`src/rtl/lfpid_pkg.sv`:
```
`default_nettype none

package lfpid_pkg;

  // Result kinds carried on the output tuser.
  typedef enum logic [2:0] {
    ACT_DRIVE       = 3'd0,
    ACT_PIVOT_RIGHT = 3'd1,
    ACT_PIVOT_LEFT  = 3'd2,
    ACT_STOP        = 3'd3,
    ACT_HOLD        = 3'd4
  } action_t;

  // Configuration register indexes.
  typedef enum logic [2:0] {
    REG_GAIN_P       = 3'd0,
    REG_GAIN_I       = 3'd1,
    REG_GAIN_D       = 3'd2,
    REG_OUTER_WEIGHT = 3'd3,
    REG_INNER_WEIGHT = 3'd4,
    REG_BASE_SPEED   = 3'd5,
    REG_LOST_TIMEOUT = 3'd6
  } reg_index_t;

  // Input kind carried on the input tuser.
  localparam logic FUNC_SAMPLE = 1'b0;
  localparam logic FUNC_TICK   = 1'b1;

  localparam int DRIVE_LIMIT = 99;
  localparam int SUM_LIMIT   = 200;

  // Reset values of the configuration registers.
  localparam logic [11:0] GAIN_P_RESET       = 12'd1690;
  localparam logic [11:0] GAIN_I_RESET       = 12'd0;
  localparam logic [11:0] GAIN_D_RESET       = 12'd51;
  localparam logic [3:0]  OUTER_WEIGHT_RESET = 4'd4;
  localparam logic [3:0]  INNER_WEIGHT_RESET = 4'd1;
  localparam logic [6:0]  BASE_SPEED_RESET   = 7'd70;
  localparam logic [15:0] LOST_TIMEOUT_RESET = 16'd10000;

endpackage

`default_nettype wire

```
`src/rtl/line_follow_pid_steering_unit.sv`:
```
`default_nettype none

// Channel  Direction  Handshake           Payload
// in_      slave      in_tvalid/tready    tuser: func; tdata: four sensor bits
// out_     master     out_tvalid/tready   tuser: action; tdata: left, right drive
// cfg_     slave      cfg_valid/ready     cfg_index, cfg_data
//
// One input word can be accepted every cycle unless a stall on the output has
// filled the pipeline. A sensor sample sits in the input register, passes the
// error stage and the multiply stage, and is rounded and saturated into the
// output register. A timer tick gives no result and leaves the pipeline after the
// error stage. Reset clears the control state and the PID state and loads the
// default configuration. A stall on the output holds every occupied stage at
// once while empty stages still fill, so up to four words are held before
// in_tready drops; the configuration port is always ready.

module line_follow_pid_steering_unit (
  input  wire logic        clk,
  input  wire logic        rst_n,
  input  wire logic        in_tvalid,
  output logic             in_tready,
  input  wire logic [7:0]  in_tdata,   // [0] outer left, [1] inner left,
                                       // [2] inner right, [3] outer right
  input  wire logic        in_tuser,   // [0] func
  output logic             out_tvalid,
  input  wire logic        out_tready,
  output logic [15:0]      out_tdata,  // [7:0] left_drive, [15:8] right_drive
  output logic [2:0]       out_tuser,  // [2:0] action
  input  wire logic        cfg_valid,
  output logic             cfg_ready,
  input  wire logic [2:0]  cfg_index,
  input  wire logic [15:0] cfg_data
);

  // Configuration registers.
  logic [11:0] gain_p_r, gain_i_r, gain_d_r;
  logic [3:0]  outer_weight_r, inner_weight_r;
  logic [6:0]  base_speed_r;
  logic [15:0] lost_timeout_r;

  // PID and lost-line state.
  logic signed [8:0] error_sum_r, error_sum_nxt;
  logic signed [5:0] last_error_r, last_error_nxt;
  logic              line_lost_r, line_lost_nxt;
  logic [15:0]       lost_ticks_r, lost_ticks_nxt;

  // Pipeline registers.
  logic                 v0_r;
  logic                 s0_func_r;
  logic [3:0]           s0_sens_r;
  logic                 va_r, va_nxt;
  lfpid_pkg::action_t   a_action_r, a_action_nxt;
  logic signed [5:0]    a_err_r, a_err_nxt;
  logic signed [8:0]    a_sum_r;
  logic signed [6:0]    a_diff_r, a_diff_nxt;
  logic                 vb_r;
  lfpid_pkg::action_t   b_action_r;
  logic signed [18:0]   b_p_r, b_p_nxt;
  logic signed [21:0]   b_i_r, b_i_nxt;
  logic signed [19:0]   b_d_r, b_d_nxt;
  logic                 vo_r;
  lfpid_pkg::action_t   o_action_r, o_action_nxt;
  logic signed [7:0]    o_left_r, o_left_nxt, o_right_r, o_right_nxt;

  // Stage advance enables, from the output back to the input.
  logic o_en, b_en, a_en, s0_fire;

  assign o_en    = !vo_r || out_tready;
  assign b_en    = !vb_r || o_en;
  assign a_en    = !va_r || b_en;
  assign s0_fire = v0_r && a_en;

  assign in_tready = !v0_r || a_en;
  assign cfg_ready = 1'b1;

  assign out_tvalid = vo_r;
  assign out_tuser  = o_action_r;
  assign out_tdata  = {o_right_r, o_left_r};

  // Configuration writes.
  always_ff @(posedge clk) begin
    if (!rst_n) begin
      gain_p_r       <= lfpid_pkg::GAIN_P_RESET;
      gain_i_r       <= lfpid_pkg::GAIN_I_RESET;
      gain_d_r       <= lfpid_pkg::GAIN_D_RESET;
      outer_weight_r <= lfpid_pkg::OUTER_WEIGHT_RESET;
      inner_weight_r <= lfpid_pkg::INNER_WEIGHT_RESET;
      base_speed_r   <= lfpid_pkg::BASE_SPEED_RESET;
      lost_timeout_r <= lfpid_pkg::LOST_TIMEOUT_RESET;
    end else if (cfg_valid) begin
      unique case (cfg_index)
        lfpid_pkg::REG_GAIN_P:       gain_p_r       <= cfg_data[11:0];
        lfpid_pkg::REG_GAIN_I:       gain_i_r       <= cfg_data[11:0];
        lfpid_pkg::REG_GAIN_D:       gain_d_r       <= cfg_data[11:0];
        lfpid_pkg::REG_OUTER_WEIGHT: outer_weight_r <= cfg_data[3:0];
        lfpid_pkg::REG_INNER_WEIGHT: inner_weight_r <= cfg_data[3:0];
        lfpid_pkg::REG_BASE_SPEED:   base_speed_r   <= cfg_data[6:0];
        lfpid_pkg::REG_LOST_TIMEOUT: lost_timeout_r <= cfg_data[15:0];
        default: ;
      endcase
    end
  end

  // Input register.
  always_ff @(posedge clk) begin
    if (!rst_n) begin
      v0_r <= 1'b0;
    end else if (in_tready) begin
      v0_r <= in_tvalid;
    end
  end

  always_ff @(posedge clk) begin
    if (in_tready && in_tvalid) begin
      s0_func_r <= in_tuser;
      s0_sens_r <= in_tdata[3:0];
    end
  end

  // Error stage: classify the word, form the weighted error and update state.
  logic              ol, il, ir, orr;
  logic signed [5:0] ow_s, iw_s;
  logic signed [9:0] sum_raw;
  logic signed [8:0] sum_clamped;

  assign ol  = s0_sens_r[0];
  assign il  = s0_sens_r[1];
  assign ir  = s0_sens_r[2];
  assign orr = s0_sens_r[3];
  assign ow_s = $signed({2'b00, outer_weight_r});
  assign iw_s = $signed({2'b00, inner_weight_r});

  always_comb begin
    a_err_nxt = (orr ? ow_s : 6'sd0) - (ol ? ow_s : 6'sd0)
              + (ir ? iw_s : 6'sd0) - (il ? iw_s : 6'sd0);
    sum_raw   = 10'(error_sum_r) + 10'(a_err_nxt);
    if (sum_raw > 10'(lfpid_pkg::SUM_LIMIT)) begin
      sum_clamped = 9'(lfpid_pkg::SUM_LIMIT);
    end else if (sum_raw < -10'(lfpid_pkg::SUM_LIMIT)) begin
      sum_clamped = -9'(lfpid_pkg::SUM_LIMIT);
    end else begin
      sum_clamped = sum_raw[8:0];
    end
    a_diff_nxt = 7'(a_err_nxt) - 7'(last_error_r);
  end

  always_comb begin
    error_sum_nxt  = error_sum_r;
    last_error_nxt = last_error_r;
    line_lost_nxt  = line_lost_r;
    lost_ticks_nxt = lost_ticks_r;
    va_nxt         = 1'b1;
    a_action_nxt   = lfpid_pkg::ACT_DRIVE;
    priority if (s0_func_r == lfpid_pkg::FUNC_TICK) begin
      va_nxt = 1'b0;
      if (line_lost_r) begin
        if (lost_ticks_r != 16'hFFFF) begin
          lost_ticks_nxt = lost_ticks_r + 16'd1;
        end
      end else begin
        lost_ticks_nxt = '0;
      end
    end else if (ol && il && ir && orr) begin
      line_lost_nxt = 1'b1;
      a_action_nxt  = (lost_ticks_r > lost_timeout_r) ? lfpid_pkg::ACT_STOP
                                                      : lfpid_pkg::ACT_HOLD;
    end else if (!ol && il && ir && orr) begin
      a_action_nxt = lfpid_pkg::ACT_PIVOT_RIGHT;
    end else if (ol && il && ir && !orr) begin
      a_action_nxt = lfpid_pkg::ACT_PIVOT_LEFT;
    end else begin
      line_lost_nxt  = 1'b0;
      error_sum_nxt  = sum_clamped;
      last_error_nxt = a_err_nxt;
    end
  end

  always_ff @(posedge clk) begin
    if (!rst_n) begin
      error_sum_r  <= '0;
      last_error_r <= '0;
      line_lost_r  <= 1'b0;
      lost_ticks_r <= '0;
      va_r         <= 1'b0;
    end else begin
      if (s0_fire) begin
        error_sum_r  <= error_sum_nxt;
        last_error_r <= last_error_nxt;
        line_lost_r  <= line_lost_nxt;
        lost_ticks_r <= lost_ticks_nxt;
      end
      if (a_en) begin
        va_r <= s0_fire && va_nxt;
      end
    end
  end

  always_ff @(posedge clk) begin
    if (s0_fire) begin
      a_action_r <= a_action_nxt;
      a_err_r    <= a_err_nxt;
      a_sum_r    <= sum_clamped;
      a_diff_r   <= a_diff_nxt;
    end
  end

  // Multiply stage: the three gain products in parallel.
  always_comb begin
    b_p_nxt = 19'($signed({1'b0, gain_p_r})) * 19'(a_err_r);
    b_i_nxt = 22'($signed({1'b0, gain_i_r})) * 22'(a_sum_r);
    b_d_nxt = 20'($signed({1'b0, gain_d_r})) * 20'(a_diff_r);
  end

  always_ff @(posedge clk) begin
    if (!rst_n) begin
      vb_r <= 1'b0;
    end else if (b_en) begin
      vb_r <= va_r;
    end
  end

  always_ff @(posedge clk) begin
    if (b_en && va_r) begin
      b_action_r <= a_action_r;
      b_p_r      <= b_p_nxt;
      b_i_r      <= b_i_nxt;
      b_d_r      <= b_d_nxt;
    end
  end

  // Output: sum, round half away from zero, steer and saturate; 0 unless DRIVE.
  logic signed [22:0] acc;
  logic [22:0]        mag;
  logic [14:0]        rmag;
  logic signed [15:0] r_s, left_s, right_s;

  function automatic logic signed [7:0] sat_drive(input logic signed [15:0] v);
    logic signed [7:0] res;
    if (v > 16'(lfpid_pkg::DRIVE_LIMIT)) begin
      res = 8'(lfpid_pkg::DRIVE_LIMIT);
    end else if (v < -16'(lfpid_pkg::DRIVE_LIMIT)) begin
      res = -8'(lfpid_pkg::DRIVE_LIMIT);
    end else begin
      res = v[7:0];
    end
    return res;
  endfunction

  always_comb begin
    acc     = 23'(b_p_r) + 23'(b_i_r) + 23'(b_d_r);
    mag     = acc[22] ? 23'(-acc) : 23'(acc);
    rmag    = 15'((mag + 23'd128) >> 8);
    r_s     = acc[22] ? -$signed({1'b0, rmag}) : $signed({1'b0, rmag});
    left_s  = $signed({9'b0, base_speed_r}) + r_s;
    right_s = $signed({9'b0, base_speed_r}) - r_s;
    o_action_nxt = b_action_r;
    if (b_action_r == lfpid_pkg::ACT_DRIVE) begin
      o_left_nxt  = sat_drive(left_s);
      o_right_nxt = sat_drive(right_s);
    end else begin
      o_left_nxt  = '0;
      o_right_nxt = '0;
    end
  end

  always_ff @(posedge clk) begin
    if (!rst_n) begin
      vo_r <= 1'b0;
    end else if (o_en) begin
      vo_r <= vb_r;
    end
  end

  always_ff @(posedge clk) begin
    if (o_en && vb_r) begin
      o_action_r <= o_action_nxt;
      o_left_r   <= o_left_nxt;
      o_right_r  <= o_right_nxt;
    end
  end

endmodule

`default_nettype wire
```
`config.mk`:
```
export PLATFORM = sky130hd
export DESIGN_NAME = line_follow_pid_steering_unit
export DESIGN_NICKNAME = d
export VERILOG_FILES = /design/src/rtl/lfpid_pkg.sv /design/src/rtl/line_follow_pid_steering_unit.sv
export SDC_FILE = /design/constraint.sdc
export NUM_CORES = 1
export LEC_CHECK = 0
export BUFFER_PORTS_ARGS = -buffer_cell sky130_fd_sc_hd__buf_2
export CAP_MARGIN = 20
export CORE_MARGIN = 10
export CORE_UTILIZATION = 39
export CTS_BUF_LIST = sky130_fd_sc_hd__clkbuf_16
export DETAILED_ROUTE_END_ITERATION = 12
export PLACE_DENSITY = 0.61
export SLEW_MARGIN = 15
export SYNTH_ARGS = -nofsm -noshare
export SYNTH_HDL_FRONTEND = slang
export SYNTH_SLANG_ARGS = --single-unit
```
`constraint.sdc`:
```
create_clock -name clk -period 16.4 [get_ports clk]
set_clock_uncertainty 0.1 [all_clocks]
set_input_delay 3.28 -clock clk [delete_from_list [all_inputs] [get_ports clk]]
set_output_delay 3.28 -clock clk [all_outputs]
set_load 0.05 [all_outputs]
```
* After elaboration in Yosys (flattened, before gate mapping)
Index checks and enable logic that the tools add are counted.
** Word-level totals
- Bits in registers :: 216
- Latch bits :: 0
- Bits in writable memories :: 0
- ROM bits :: 0
- Bits of input ports :: 33
- Output and inout port bits :: 22
- Logic and storage cells :: 126
- Memories kept :: 0
** Operators by class
- Add/subtract/negate cells :: 13
- Multiply operators :: 3
- Divide/modulo/power cells :: 0
- Order comparisons :: 7
- Equal/unequal tests :: 10
- Shift-type cells :: 0
- Muxes and demuxes :: 22
- Bitwise logic cells :: 5
- Reduce and logical (&&, ||, !) cells :: 36
** Operators with widths (number)
- $mux W16 :: 3
- $gt A16 B8 Y1 const B :: 2
- $lt A16 B8 Y1 const B :: 2
- $add A19 B22 Y23 :: 1
- $add A23 B20 Y23 :: 1
- $add A23 B8 Y23 const B :: 1
- $mux W23 :: 1
- $neg A23 Y23 :: 1
- $mul A13 B9 Y22 :: 1
- $mul A13 B7 Y20 :: 1
- $mul A13 B6 Y19 :: 1
- $mux W9 :: 2
- $add A16 B1 Y16 const B :: 1
- $add A8 B16 Y16 :: 1
- $gt A16 B16 Y1 :: 1
- $mux W4 :: 4
- $mux W8 :: 2
- $ne A16 B16 Y1 const B :: 1
- $neg A15 Y16 :: 1
- $sub A8 B16 Y16 :: 1
- $mux W7 :: 2
- $reduce_and A2 Y1 :: 7
- $logic_and A1 B1 Y1 :: 12
- $add A9 B6 Y10 :: 1
- 22 further kinds :: 45

* Depth between registers and ports, before layout
- Depth after elaboration :: 11
- Depth in mapped cells :: 40

* Worst setup path before layout
No wires, ideal clock.
- Kind :: flip-flop to flip-flop
- Start :: register b_p_r[11]
- End :: register o_left_r[2] (data pin)
- Arrival time :: 7.729 ns
- Required time :: 16.035 ns
- Setup slack :: 8.305 ns
- Stages on the path, launching flop included :: 37
- Path buffers :: 7
- Cells stage by stage :: edfxtp_1 inv_1 fa_1 inv_1 ha_1 buf_2 a21oi_4 o21ai_1 nor3_1 a2111oi_2 nor3_2 buf_2 buf_2 clkbuf_1 clkbuf_1 nor2_1 xnor2_1 ha_1 clkbuf_1 nand2_1 or3_1 a2111o_1 nand3_1 and3_1 clkbuf_1 nor2_1 xnor2_1 ha_1 inv_1 o21bai_1 a21oi_1 a211oi_2 nand2_2 or4b_4 a311oi_2 nand2b_1 a21oi_1
** On the way
- Word-level cells in the longest chain between the ends :: 10
- Elaborated cells on any way between the ends :: 12
** RTL lines
- from (decl) :: line line_follow_pid_steering_unit.sv:58 : logic signed [18:0] b_p_r, b_p_nxt;
- from (signal assigned) :: line line_follow_pid_steering_unit.sv:225 : b_p_r <= b_p_nxt;
- $add A19 B22 Y23 (*) :: line line_follow_pid_steering_unit.sv:250 : acc = 23'(b_p_r) + 23'(b_i_r) + 23'(b_d_r);
- $add A23 B20 Y23 (*) :: line line_follow_pid_steering_unit.sv:250
- $neg A23 Y23 :: line line_follow_pid_steering_unit.sv:251 : mag = acc[22] ? 23'(-acc) : 23'(acc);
- $mux W23 :: line line_follow_pid_steering_unit.sv:251
- $add A23 B8 Y23 :: line line_follow_pid_steering_unit.sv:252 : rmag = 15'((mag + 23'd128) >> 8);
- $neg A15 Y16 :: line line_follow_pid_steering_unit.sv:253 : r_s = acc[22] ? -$signed({1'b0, rmag}) : $signed({1'b0, rmag});
- $mux W16 (*) :: line line_follow_pid_steering_unit.sv:253
- $add A8 B16 Y16 (*) :: line line_follow_pid_steering_unit.sv:254 : left_s = $signed({9'b0, base_speed_r}) + r_s;
- $lt A16 B8 Y1 / $gt A16 B8 Y1 (equally long branches) :: line line_follow_pid_steering_unit.sv:241, line_follow_pid_steering_unit.sv:239
- $mux W8 / $reduce_or A2 Y1 (equally long branches)
- to (signal assigned) :: line line_follow_pid_steering_unit.sv:277 : o_left_r <= o_left_nxt;
- to (decl) :: line line_follow_pid_steering_unit.sv:63 : logic signed [7:0] o_left_r, o_left_nxt, o_right_r, o_right_nxt;
Mark *: on every way between the ends. The rest lies on a longest branch, timed or not.
A chain may end at the register's enable or synchronous reset.

* Final worst setup path
- Start :: register b_p_r[9]
- End :: register o_left_r[5] (data pin)
** On the way
- Word-level cells in the longest chain between the ends :: 11
- Elaborated cells on any way between the ends :: 12
** RTL lines
- $add A19 B22 Y23 (*) :: line line_follow_pid_steering_unit.sv:250
- $add A23 B20 Y23 (*) :: line line_follow_pid_steering_unit.sv:250
- $neg A23 Y23 :: line line_follow_pid_steering_unit.sv:251
- $mux W23 :: line line_follow_pid_steering_unit.sv:251
- $add A23 B8 Y23 :: line line_follow_pid_steering_unit.sv:252
- $neg A15 Y16 :: line line_follow_pid_steering_unit.sv:253
- $mux W16 (*) :: line line_follow_pid_steering_unit.sv:253
- $add A8 B16 Y16 (*) :: line line_follow_pid_steering_unit.sv:254
- $lt A16 B8 Y1 :: line line_follow_pid_steering_unit.sv:241 : end else if (v < -16'(lfpid_pkg::DRIVE_LIMIT)) begin
- $mux W8 :: line line_follow_pid_steering_unit.sv:241
- $mux W7 (*) :: line line_follow_pid_steering_unit.sv:239 : if (v > 16'(lfpid_pkg::DRIVE_LIMIT)) begin
Marks and branches as above.

==> impl_metrics.env <==
export IMPL_multi_input_area_sq_um=15500
export IMPL_synth_top_family_by_area="adder cells"
export IMPL_muxShareOfSynthArea=0.00964
export IMPL_clock_latency_ns=0.58
export IMPL_clock_sinks=216
export IMPL_hpwlAfterDp_um=41800
export IMPL_final_layout_size_suffix_gt1_frac=0.0631
export IMPL_setup_violations=0
export IMPL_initial_core_util=0.395
export IMPL_hold_viol_final=0
export IMPL_dieHeight_um=259
export IMPL_dr_pass1_iters=5
export IMPL_vdd_drop_max_mv=0.188
export IMPL_worst_pin_slew_ns=0.973
export IMPL_antennaDiodeCount=0
export IMPL_syn_num_nets=2888
export IMPL_max_cap_violations=0
export IMPL_worstPathRequired_ns=16.67
export IMPL_gr_total_overflow=0
export IMPL_fp_dieW_um=259
export IMPL_remaining_drc_errors=0
export IMPL_async_flop_share=0
export IMPL_critPathLaunchType="register"
export IMPL_netlist_area_sq_um=22300
export IMPL_seqCellArea_sq_um=5460
export IMPL_ys_seq_area_frac=0.244
export IMPL_avgSynthCellArea_sq_um=9.19
export IMPL_hold_buffers=0
export IMPL_dpl_cell_area_sq_um=23300
export IMPL_hold_path_class="reg -> reg"
export IMPL_grt_pass1_vias=17000
export IMPL_status="complete, no violations"
export IMPL_root_buffer="clkbuf_16"
export IMPL_nets=2895
export IMPL_synth_compound_area_frac=0.134
export IMPL_cts_resized=0
export IMPL_final_area_sq_um=24200
export IMPL_numCtsBuffers=27
export IMPL_critPathMaxStageDelay_ns=0.68
export IMPL_antenna_found_initial=0
export IMPL_grt_first_pass_wirelength_um=86400
export IMPL_rsz0062_at_grt="false"
export IMPL_design_portCount=55
export IMPL_path_max_fanout=46
export IMPL_synth_xor_area_frac=0.0608
export IMPL_drt_iter0_drc=925
export IMPL_clk_pin_slew_worst_paths_ns=0.06
export IMPL_drt_total_wl_um=51600
export IMPL_critical_path_slowest_cell="a21oi_1"
export IMPL_vias=16600
export IMPL_gp_congestion=0.871
export IMPL_finalCritPeriodShare=0.526
export IMPL_synth_cells=2429
export IMPL_final_max_slew_viol_count=0
export IMPL_track_usage=0.155
export IMPL_row_count=87
export IMPL_synth_distinct_cells=100
export IMPL_path_class="reg -> reg"
export IMPL_post_cts_buffers=0
export IMPL_synth_edff_count=113
export IMPL_end_kind="register"
export IMPL_cts_tree="done"
export IMPL_drtAntennaViolNets=0
export IMPL_cts_buffer_depth=3
export IMPL_n_fill_cell=5532
export IMPL_syn_to_final_growth_pct=8.35
export IMPL_p_leak_nw=10.8
export IMPL_ys_ff_latch=216
export IMPL_portBuffers=49
export IMPL_synth_simple_area_share=0.182
export IMPL_cts_max_level=1
export IMPL_fin_tns_setup_ns=0
export IMPL_critPathArrivalTime_ns=8.90
export IMPL_grt_start_max_net_pins=89
export IMPL_powerDensity_nw_per_um2=191
export IMPL_fp_coreArea_sq_um=56500
export IMPL_vias_per_cell=5.18
export IMPL_max_freq_mhz=116
export IMPL_wl_per_cell_um=16.1
export IMPL_synth_main_ff_cell="edfxtp_1"
export IMPL_synthAdderAreaFrac=0.305
export IMPL_period_minus_slack_ns=8.63
export IMPL_yosysWarnings=0
export IMPL_maxSlewHeadroom=0.347
export IMPL_die_area_sq_um=67200
[final timing paths]
path                                    start      endpoint  slack, ns  cells past startpoint
worst max-delay path                 b_p_r[9]   o_left_r[5]       7.77                     30
worst min-delay path            b_action_r[0]  out_tuser[0]       0.37                      0
worst max register to register       b_p_r[9]   o_left_r[5]       7.77                     30
worst min register to register  b_action_r[0]  out_tuser[0]       0.37                      0
[metal layers]
layer	up-vias	share of wire	GRT usage	routed length, um
met2	303	0.47	0.262	24300
li1	8183	-	-	-
met5	-	0	0	0
met1	8065	0.46	0.203	23900
met4	0	0.027	0.0421	1420
met3	85	0.039	0.0221	2030
[cell families (layout without fill, tap and decap cells)]
group,Yosys count,after routing
AOI/OAI and AO/OA,413,413
xor gates and xnor gates,148,148
adders and majority gates,428,428
buffers and inverters,379,407
DFF,216,216
muxes,21,21
other,1,1
and+or+nand+nor,823,823
[layout make-up]
cell class | count | share of cell area
Inverter | 298 | 0.0462
Tap cell | 756 | 0.0391
Sequential cell | 216 | 0.225
Timing Repair Buffer | 59 | 0.0139
Multi-Input combinational cell | 1834 | 0.639
Clock buffer | 27 | 0.0279
Clock inverter | 23 | 0.00874
[stage by stage]
stage | worst slack [ns] | hold slack, ns | power, mW | util | std cells
2_1_floorplan | 8.31 | 0.300 | 3.26 | - | 2429
3_3_place_gp | 8.01 | 0.355 | 3.94 | 0.412 | 3158
3_5_place_dp | 7.88 | 0.356 | 4.01 | 0.412 | 3159
4_1_cts | 7.80 | 0.369 | 4.64 | 0.428 | 3209
5_1_grt | 7.10 | 0.389 | 5.08 | 0.428 | 3213
6_report | 7.77 | 0.366 | 4.63 | 0.428 | 3213
[worst max-delay path, delay by kind of cell, from the launching register on]
family	cells	cell delay (ns)
AO/OA/AOI/OAI	12	3.07
adder cells (fa/ha/maj)	4	1.68
AND/OR/NAND/NOR	8	1.65
XOR/XNOR	3	0.93
buffers and inverters	3	0.55
flip-flops	1	0.40
[report_power, final]
part	total (mW)	switching, mW	leakage, nW	internal, mW
registers	0.756	0.0645	1.89	0.691
clock network	0.599	0.249	0.446	0.349
logic	3.27	2.03	8.44	1.24
[cell usage after synthesis (33+ instances only)]
master | number | share of area
nand2_1 | 328 | 0.055
inv_1 | 298 | 0.050
ha_1 | 232 | 0.13
fa_1 | 194 | 0.17
nor2_1 | 125 | 0.021
edfxtp_1 | 113 | 0.15
and2_1 | 111 | 0.031
a21oi_1 | 103 | 0.023
dfxtp_1 | 103 | 0.092
xnor2_1 | 102 | 0.040
clkbuf_1 | 67 | 0.011
nand3_1 | 54 | 0.012
a21boi_0 | 53 | 0.018
nand2b_1 | 50 | 0.014
o21bai_1 | 43 | 0.014
xor2_1 | 41 | 0.016
o21ai_0 | 33 | 0.0074
[sequential cells by signal, summed over array words and instances (netlist names), 9 cells and up]
signal	cells
b_i_r	22
b_d_r	20
b_p_r	19
lost_ticks_r	16
lost_timeout_r	16
gain_d_r	12
gain_i_r	12
gain_p_r	12
a_sum_r	9
error_sum_r	9
[cells in the final DEF (no fill, tap or decap), types with 9 or more instances in the layout]
| master | n |
|---|---|
| nand2b_1 | 50 |
| fa_1 | 194 |
| o21bai_1 | 43 |
| o211ai_1 | 21 |
| and2_1 | 111 |
| nor4_1 | 9 |
| or3_1 | 11 |
| nand3_1 | 54 |
| buf_2 | 50 |
| nor2_1 | 125 |
| a21o_1 | 25 |
| nand4_1 | 20 |
| nor3_1 | 20 |
| dfxtp_1 | 103 |
| ha_1 | 232 |
| and3_1 | 16 |
| mux2i_1 | 17 |
| xor2_1 | 41 |
| o21ai_0 | 33 |
| xnor2_1 | 102 |
| a21boi_0 | 53 |
| nand2_1 | 328 |
| o21a_1 | 16 |
| inv_1 | 303 |
| clkbuf_16 | 27 |
| a21oi_1 | 103 |
| nor2b_1 | 24 |
| edfxtp_1 | 113 |
| a31oi_1 | 16 |
No activity file was read; power rests on OpenSTA's default activity.
